File: src/cfla_pkg.sv
// ---------------------------------------------------------------------------
// cfla_pkg: shared types and codes of the coalescing free-list allocator
// Request and response beats, status and register codes, cell control groups.
// ---------------------------------------------------------------------------
`default_nettype none

package cfla_pkg;

  localparam int SPACE_BYTES  = 262144;
  localparam int THRESH_RESET = 10;
  localparam int GRAIN_UNITS  = 8;

  localparam logic CMD_ALLOC = 1'b0;
  localparam logic CMD_FREE  = 1'b1;

  localparam logic [2:0] STAT_OK         = 3'd0;
  localparam logic [2:0] STAT_NO_SPACE   = 3'd1;
  localparam logic [2:0] STAT_NOT_ALLOC  = 3'd2;
  localparam logic [2:0] STAT_TABLE_FULL = 3'd3;
  localparam logic [2:0] STAT_RANGE      = 3'd4;

  localparam logic [1:0] REG_BASE   = 2'd0;
  localparam logic [1:0] REG_BYTES  = 2'd1;
  localparam logic [1:0] REG_THRESH = 2'd2;

  typedef struct packed {
    logic        cmd;
    logic [18:0] alloc_bytes;
    logic [17:0] free_addr;
  } cfla_req_t;

  typedef struct packed {
    logic [17:0] result_addr;
    logic [2:0]  status;
    logic [18:0] free_bytes;
  } cfla_rsp_t;

  typedef struct packed {
    logic clr;
    logic set;
    logic take_next;
    logic take_prev;
  } cfla_free_op_t;

  typedef struct packed {
    logic clr;
    logic set;
    logic take_next;
  } cfla_live_op_t;

endpackage

`default_nettype wire

File: src/cfla_live_cell.sv
// ---------------------------------------------------------------------------
// cfla_live_cell: one slot of the live allocation row
// Holds a valid bit, start and length; loads or takes its right neighbor.
// ---------------------------------------------------------------------------
`default_nettype none

module cfla_live_cell #(
  parameter int SW = 14,
  parameter int LW = 15
) (
  input  logic                   clk,
  input  logic                   rst,
  input  cfla_pkg::cfla_live_op_t op,
  input  logic                   set_valid,
  input  logic [SW-1:0]          set_start,
  input  logic [LW-1:0]          set_len,
  input  logic                   next_valid,
  input  logic [SW-1:0]          next_start,
  input  logic [LW-1:0]          next_len,
  output logic                   valid,
  output logic [SW-1:0]          start,
  output logic [LW-1:0]          len
);

  always_ff @(posedge clk) begin
    if (rst) begin
      valid <= 1'b0;
    end else if (op.clr) begin
      valid <= 1'b0;
    end else if (op.set) begin
      valid <= set_valid;
    end else if (op.take_next) begin
      valid <= next_valid;
    end
  end

  always_ff @(posedge clk) begin
    if (op.set) begin
      start <= set_start;
      len   <= set_len;
    end else if (op.take_next) begin
      start <= next_start;
      len   <= next_len;
    end
  end

endmodule

`default_nettype wire

File: config.mk
export PLATFORM = sky130hd
export DESIGN_NAME = cfla_live_cell
export DESIGN_NICKNAME = d
export VERILOG_FILES = /design/src/cfla_pkg.sv /design/src/cfla_live_cell.sv
export SDC_FILE = /design/constraint.sdc
export NUM_CORES = 1
export LEC_CHECK = 0
export CAP_MARGIN = 20
export CORE_MARGIN = 2
export CORE_UTILIZATION = 30
export CTS_CLUSTER_SIZE = 8
export DETAILED_ROUTE_END_ITERATION = 6
export DONT_BUFFER_PORTS = 1
export PLACE_DENSITY_LB_ADDON = 0.2
export SLEW_MARGIN = 25
export SYNTH_ARGS = -nofsm -noshare
export SYNTH_HDL_FRONTEND = slang
export SYNTH_SLANG_ARGS = --single-unit
File: constraint.sdc
create_clock -name clk -period 2.9 [get_ports clk]
set_input_delay 0.29 -clock clk [delete_from_list [all_inputs] [get_ports clk]]
set_output_delay 0.29 -clock clk [all_outputs]
set_load 0.05 [all_outputs]
==> summary.md <==
| Metric | Value |
|---|---|
| CP Class | `reg -> reg` |
| Cell variety after synth | `10` |
| R2R setup slack | `roughly 1.6 ns` |
| ANT nets after route | `0` |
| Area post-placement | `1370 sq um` |
| ANT cells | `0` |
| Full die area | `4990 sq um` |
| Final wirelength | `roughly 2.2 mm` |
| Sink Count | `30` |
| Total GRT Usage | `0.0926` |
| Critical Path Max Stage Delay | `0.64 ns` |
| Worst hold path type | `in -> reg` |
| Switching share of power | `0.297` |
| CORE AREA | `4320 sq um` |
| CP endpoint kind | `register` |
| Clk buf depth | `2` |
| Vias per cell | `4.87` |
| Syn-to-layout area delta | `10.6%` |
| Initial drt markers | `33` |
| CTS Hold Bufs | `0` |
| Seq pwr share | `0.620` |
| Setup TNS Final | `0 ns` |
| Die Y | `70.7 um` |
| Fill count | `around 430` |
| Cell Pwr Density | `783 nW/um^2` |
| Skew final | `0 ns` |
| DRT Pass-1 Iters | `3` |
| Number of global-route vias before repair | `671` |
| Top delay family on crit path | `flip-flops` |
| Root buffer cell | `clkbuf_8` |
| # nets final | `136` |
| WP buf/inv | `0` |
| DR WL/cell | `18.0 um` |
| Crit path from | `valid` |
| Io pins | `95` |
| CTS clk-pin slew, worst paths | `roughly 0.06 ns` |
| I/O Buffers | `0` |
| Die X | `70.7 um` |
| Max-slew violations | `0` |
| CP max stage cell | `dfxtp_1` |
| Cell area after layout | `1480 sq um` |
| Mux cell area share after synthesis | `0.278` |
| P_leak | `~0.54 nW` |
| Fmax | `790 MHz` |
| R2R cell count | `2` |
| CP Launch Type | `register` |
| Total net switching power | `roughly 340 uW` |
| Reg-to-Reg Start | `valid` |
| Maximum vdd ir drop | `0.293 mV` |
| Synthesized-area fraction occupied by adder cells | `0` |
| CP Data Required Time | `3.07 ns` |
| CTS tree | `done` |
| Status | `finished, final reports clean` |
| RR Endpoint | `valid` |
| DRC | `0` |
| Worst slew margin | `0.560` |
| Cell count of the worst hold path | `1` |
| Syn Area/Cell | `19.9 sq um` |
| Worst-margin pin slew | `roughly 0.66 ns` |
| Synth Register Bits | `30` |
| Crit Path Max Fanout | `2` |
| Levels on crit path | `2` |
| Largest net degree at the start of global routing | `33` |
| Largest family of logic cells by synthesized area | `multiplexers` |
| Initial antenna violation count | `0` |
| Final total power | `1.15 mW` |
| Critical Path End | `valid` |
| Internal cell power | `812 uW` |
| Logic pwr share | `0.047` |
| Ratio of cells with drive above 1 in the final layout | `0.556` |
| Gr ovfl total | `0` |
| Setup-failing EPs final | `0` |
| Min Tclk post-route | `1.27 ns` |
| Row count | `24` |
| First-pass GRT wire length | `around 3.4 mm` |
| Starting Density | `0.308` |
| YS warnings | `0` |
| Post-CTS Resized | `0` |
| Mapped Cells | `between 60 and 70` |
| Routed via count | `604` |
| CP Data Arrival Time | `1.44 ns` |
| Total CTS buffers | `5` |
| Gpl congestion | `0.626` |
| Unrepaired setup endpoints after global routing | `false` |
| Critical path cell sequence | `mux2i_1, a2111oi_2` |
| XOR/XNOR Fraction of Synth Area | `0` |
| Sequential share of the synthesized area | `0.668` |
| Clock Power Share | `0.333` |
| Worst-Skew Late Latency | `0.27 ns` |
| Final period utilization | `0.436` |
| Syn Nets | `around 130` |
| Max-cap viol count | `0` |
| Synth Area in Compound Gates | `0.0113` |
| Htree depth | `2` |
| Hold Fails Final Rpt | `0` |
| Mapped cell area | `between 1000 and 1500 sq um` |
| Post-Synth Simple-Gate Area | `0.0150` |
| Setup bufs post-CTS | `0` |
[layout by cell type, fill, tap and decap left out]
cell       synthesis  final
clkbuf_8           0      8
dfxtp_1            1      1
or2_2              1      1
inv_1              1      1
nor2b_4            1      1
edfxtp_1          29     29
a2111oi_2          1      1
mux2i_1            1      1
mux2_2            20     20
mux2_4             9      9
[worst min-delay path by stage]
stage	startpoint	end
after floorplan	rst	valid
after global placement	rst	valid
after detailed placement	rst	valid
after CTS	rst	valid
after global routing	rst	valid
final	rst	valid
[metal layers]
| layer | wire (um) | vias up | global-route usage |
|---|---|---|---|
| met1 | 727 | 281 | 0.0787 |
| met4 | 28 | 0 | 0.0503 |
| met3 | 247 | 2 | 0.0627 |
| met2 | 1230 | 53 | 0.161 |
| li1 | - | 268 | - |
| met5 | 0 | - | 0 |
[power groups by stage]
stage | registers, mW | logic (mW) | clock network, mW
4_1_cts | 0.718 | 0.0560 | 0.399
3_3_place_gp | 0.726 | 0.0535 | 0
5_1_grt | 0.720 | 0.0592 | 0.425
2_1_floorplan | 0.718 | 0.0590 | 0
6_report | 0.716 | 0.0543 | 0.384
3_5_place_dp | 0.727 | 0.0561 | 0
[synthesized netlist by cell type]
master | number | area share
mux2_4 | 9 | 0.10
buf_6 | 3 | 0.025
inv_1 | 1 | 0.0028
edfxtp_1 | 29 | 0.65
nor2b_4 | 1 | 0.010
or2_2 | 1 | 0.0047
mux2_2 | 20 | 0.17
mux2i_1 | 1 | 0.0075
dfxtp_1 | 1 | 0.015
a2111oi_2 | 1 | 0.011
[sequential cells by signal, indices dropped and copies added (netlist names)]
register / flops
start: 14
valid: 1
len: 15
[per-stage QoR]
| step | std cells | hold slack (ns) | utilization | setup WS, ns |
|---|---|---|---|---|
| 3_5_place_dp | 116 | 0.364 | 0.316 | 1.63 |
| 2_1_floorplan | 67 | 0.359 | - | 1.65 |
| 6_report | 124 | 0.0761 | 0.341 | 1.63 |
| 3_3_place_gp | 116 | 0.360 | 0.316 | 1.66 |
| 5_1_grt | 124 | 0.0546 | 0.341 | 1.54 |
| 4_1_cts | 124 | 0.0638 | 0.341 | 1.62 |
[cell type report]
type | count | area (sq um) | share of cell area
well taps | 52 | 65.1 | 0.0441
flip-flops and latches | 30 | 891 | 0.604
multi-input cells | 33 | 405 | 0.275
inverters | 1 | 3.75 | 0.00254
clock buffers | 8 | 110 | 0.0746
[cell families after synthesis]
group | Yosys count
AOI/OAI and AO/OA | 1
buffers and inverters | 4
DFF | 30
muxes | 30
and+or+nand+nor | 2
No activity file was read; power rests on OpenSTA's default activity.
