==> src/cfla_pkg.sv <==
// ---------------------------------------------------------------------------
// cfla_pkg: shared types and codes of the coalescing free-list allocator
// Request and response beats, status and register codes, cell control groups.
// ---------------------------------------------------------------------------
`default_nettype none

package cfla_pkg;

  localparam int SPACE_BYTES  = 262144;
  localparam int THRESH_RESET = 10;
  localparam int GRAIN_UNITS  = 8;

  localparam logic CMD_ALLOC = 1'b0;
  localparam logic CMD_FREE  = 1'b1;

  localparam logic [2:0] STAT_OK         = 3'd0;
  localparam logic [2:0] STAT_NO_SPACE   = 3'd1;
  localparam logic [2:0] STAT_NOT_ALLOC  = 3'd2;
  localparam logic [2:0] STAT_TABLE_FULL = 3'd3;
  localparam logic [2:0] STAT_RANGE      = 3'd4;

  localparam logic [1:0] REG_BASE   = 2'd0;
  localparam logic [1:0] REG_BYTES  = 2'd1;
  localparam logic [1:0] REG_THRESH = 2'd2;

  typedef struct packed {
    logic        cmd;
    logic [18:0] alloc_bytes;
    logic [17:0] free_addr;
  } cfla_req_t;

  typedef struct packed {
    logic [17:0] result_addr;
    logic [2:0]  status;
    logic [18:0] free_bytes;
  } cfla_rsp_t;

  typedef struct packed {
    logic clr;
    logic set;
    logic take_next;
    logic take_prev;
  } cfla_free_op_t;

  typedef struct packed {
    logic clr;
    logic set;
    logic take_next;
  } cfla_live_op_t;

endpackage

`default_nettype wire

==> src/cfla_free_cell.sv <==
// ---------------------------------------------------------------------------
// cfla_free_cell: one entry of the free extent row
// Loads, clears, or takes the extent of its left or right neighbor.
// ---------------------------------------------------------------------------
`default_nettype none

module cfla_free_cell #(
  parameter int SW = 14,
  parameter int LW = 15
) (
  input  logic                   clk,
  input  cfla_pkg::cfla_free_op_t op,
  input  logic [SW-1:0]          set_start,
  input  logic [LW-1:0]          set_len,
  input  logic [SW-1:0]          prev_start,
  input  logic [LW-1:0]          prev_len,
  input  logic [SW-1:0]          next_start,
  input  logic [LW-1:0]          next_len,
  output logic [SW-1:0]          start,
  output logic [LW-1:0]          len
);

  always_ff @(posedge clk) begin
    if (op.clr) begin
      start <= '0;
      len   <= '0;
    end else if (op.set) begin
      start <= set_start;
      len   <= set_len;
    end else if (op.take_next) begin
      start <= next_start;
      len   <= next_len;
    end else if (op.take_prev) begin
      start <= prev_start;
      len   <= prev_len;
    end
  end

endmodule

`default_nettype wire

==> config.mk <==
export PLATFORM = sky130hd
export DESIGN_NAME = cfla_free_cell
export DESIGN_NICKNAME = d
export VERILOG_FILES = /design/src/cfla_pkg.sv /design/src/cfla_free_cell.sv
export SDC_FILE = /design/constraint.sdc
export NUM_CORES = 1
export LEC_CHECK = 0
export BUFFER_PORTS_ARGS = -buffer_cell sky130_fd_sc_hd__clkbuf_2
export CORE_MARGIN = 2
export CORE_UTILIZATION = 40
export CTS_CLUSTER_SIZE = 28
export DETAILED_ROUTE_END_ITERATION = 7
export PLACE_DENSITY = 0.86
export SLEW_MARGIN = 25
export SYNTH_ARGS = -nofsm -noshare
export SYNTH_HDL_FRONTEND = slang
export SYNTH_SLANG_ARGS = --single-unit
==> constraint.sdc <==
create_clock -name clk -period 1.4 [get_ports clk]
set_clock_uncertainty 0.15 [all_clocks]
set_input_delay 0.07 -clock clk [delete_from_list [all_inputs] [get_ports clk]]
set_output_delay 0.07 -clock clk [all_outputs]
set_load 0.1 [all_outputs]
==> impl_results.md <==
- Root Buffer: sky130_fd_sc_hd__clkbuf_8
- Cell types occupying the most area after synthesis: sky130_fd_sc_hd__dfxtp_1 (35%), sky130_fd_sc_hd__a32o_1 (18%), sky130_fd_sc_hd__a211o_1 (15%)
- DP Area: 2290 µm²
- Number of failing setup endpoints in the final timing report: 0
- CP Launch Type: flop
- Fraction of synthesized cell area taken by the top area cell type: around 35%
- Syn nets: 258
- Nets: between 400 and 500
- Iteration-0 DRC count of the detailed router: between 40 and 50
- Number of antenna violations at the first check in global routing: 0
- Total net switching power: 0.00102 W
- Largest delay contributor family on the critical path: buffers and inverters
- Quantity of I/O buffers inserted on ports: 120
- Cell row count: 23
- Arrival time of the worst setup path: about 1100 ps
- TNS Setup: 0 ps
- Placer Congestion: between 0.6 and 0.7
- Count of warnings emitted by yosys: 0
- CTS tree: built
- Worst ir drop on vdd: a little under 0.7 mV
- Routed wirelength normalized by instance count: between 10 and 15 µm
- Clock share of power: around a quarter
- Fraction of layout instances using a drive strength above 1: around 43%
- Shortest period the worst path allows: 1280 ps
- Highest clock frequency the design can meet: 780 MHz
- Area of the multi-input gates: around 940 µm²
- Die Span Y: 68.1 µm
- Leakage power figure: about 1.3 nW
- Core box area: 3970 µm²
- Number of endpoints with negative hold slack in the final report: 0
- Number of max-slew violations in the final report: 0
- Sequential power share: between 30% and 40%
- Outcome: finished clean
- Total clock sinks: 29
- Starting density of the core: approximately two fifths
- Horiz. Die Dim: around 70 µm
- Switching share of total power: between 30% and 40%
- Source-to-sink clock delay at the later pin of the worst-skew pair: around 270 ps
- Finished layout cell area: about 2700 µm²
- Crit path buffers/inverters: 1
- Final Core Density: between 60% and 70%
- Cells after Synth: about 170
- Delay of the slowest critical-path stage: about 460 ps
- Boundary pin count: 121
- Actual slew at the worst max-slew pin: slightly above 600 ps
- Hold wc startpoint: set_start[3]
- Largest net degree at the start of global routing: 38
- Worst slew slack as a fraction of its limit: between 50% and 60%
- Launch point of the worst reg-to-reg path: len[5]
- Power density of the placed cells: 988 nW/µm²
- Number of iterations in the first detailed-routing pass: 4
- Sequence of cells on the critical path: clkbuf_2
- Unrepaired setup endpoints after global routing: false
- Synthesized area: 1640 µm²
- Worst Setup End Kind: output pin
- Vias: around 1900
- Number of buffers between clock root and the deepest sink: 2
- Total Routing Usage GR: ~20%
- Number of setup buffers added after CTS: 0
- Most common library cell in the layout ignoring fill and taps: sky130_fd_sc_hd__clkbuf_2
- Area occupied by registers: roughly 580 µm²
- Final Hold Slack: ~1.6 ps
- Die Outline Area: 4640 µm²
- Final routed DRC violation total: 0
- Final period utilization: approximately nine tenths
- Routed via count divided by cell count: 5.16
- Filler cell count: approximately 340
- Share of power burned in combinational logic: between 40 and 50%
- Clock-pin slew reported for the worst setup and hold paths after clock tree synthesis: 60 ps
- Critical path required time: between 1000 and 1500 ps
- Post-DP HPWL: 3.37 mm
- Number of maximum-capacitance constraint violations: 0
- Clock buffers created by TritonCTS: 5
- Antenna cells: 0
- Sequential-to-total area share from yosys stat: 35.3%
- Wirelength, routed: 4.84 mm
- Level count of the clock H-tree: 2
- Register bit count reported by yosys: 29
- Count of antenna-violating nets left after detailed routing: 0
- Min-Delay Path Class: in -> reg
- CP max FO: 2
- Largest area contributor in the netlist: sky130_fd_sc_hd__dfxtp_1
- Overall power of the completed layout: ~0.0026 W
- CP startpoint: len[0]
- CP max stage cell: sky130_fd_sc_hd__clkbuf_2
- Number of distinct standard cells referenced by the synthesized netlist: 12
- Average cell area after synthesis: between 9 and 10 µm²
- Internal power: 0.00160 W
- Via count of the first global-routing pass: between 1500 and 2000
- Grt total ovfl: 0
- Area Growth Syn to Fin: 61.8%
- First-pass GRT wire length: 7.15 mm
- Classification of the worst setup path: reg -> out
kinds of logic (layout without fill, tap and decap cells):
| family | count (synthesis) | count (layout) | synth area share (%) |
|---|---|---|---|
| DFF | 29 | 29 | 35.3 |
| AOI/OAI and AO/OA | 58 | 58 | 33.1 |
| buffers and inverters | 18 | 165 | 8.15 |
| and+or+nand+nor | 61 | 61 | 23.4 |
cell type report:
cell class | count | share of cell area [%]
clock buffers | 8 | 3.01
multi-input cells | 119 | 35.5
flip-flops and latches | 29 | 21.8
well taps | 50 | 2.35
repair buffers | 157 | 37.3
sequential cells by signal (all words and copies together) (netlist names):
signal,count
start,14
len,15
power groups by stage:
| stage | Combinational [W] | Sequential (W) | Clock (W) |
|---|---|---|---|
| after floorplan | 0.000250 | 0.00145 | 0 |
| after global placement | 0.000982 | 0.000950 | 0 |
| after detailed placement | 0.000993 | 0.000951 | 0 |
| after CTS | 0.00106 | 0.000934 | 0.000661 |
| after global routing | 0.00111 | 0.000942 | 0.000697 |
| final | 0.00106 | 0.000934 | 0.000635 |
final timing paths:
path	depth (start not counted)	end	slack, ps
min reg2reg	1	start[3]	320
max reg2reg	1	len[5]	620
min	3	start[3]	2
max	1	len[0]	120
synth_stat cells:
master / instances
sky130_fd_sc_hd__buf_6: 6
sky130_fd_sc_hd__nor4_2: 1
sky130_fd_sc_hd__nand2b_1: 29
sky130_fd_sc_hd__nor2b_1: 29
sky130_fd_sc_hd__a211o_1: 29
sky130_fd_sc_hd__buf_4: 4
sky130_fd_sc_hd__nor3_1: 1
sky130_fd_sc_hd__nor2_1: 1
sky130_fd_sc_hd__a32o_1: 29
sky130_fd_sc_hd__dfxtp_1: 29
sky130_fd_sc_hd__clkbuf_1: 3
sky130_fd_sc_hd__buf_2: 5
routing by layer:
layer / global-route usage, % / routed length (µm) / vias to the layer above
li1: - / - / 923
met1: 19.2 / 1780 / 881
met2: 40.8 / 2740 / 65
met3: 5.26 / 278 / 4
met4: 8.00 / 39 / 0
met5: 0 / 0 / -
per-stage QoR:
stage / instances / setup slack, ps
after CTS: 363 / 93.6
after floorplan: 166 / 48.2
after global placement: 327 / -142
after detailed placement: 327 / -192
after global routing: 363 / 72.3
final: 363 / 118
repair_timing:
item / CTS / global route
hold buffers: 28 / 0
endpoints found under the setup margin: 0 / 0
hold endpoints to repair: 26 / 0
resized for setup: 0 / 0
No activity file was read; power rests on OpenSTA's default activity.
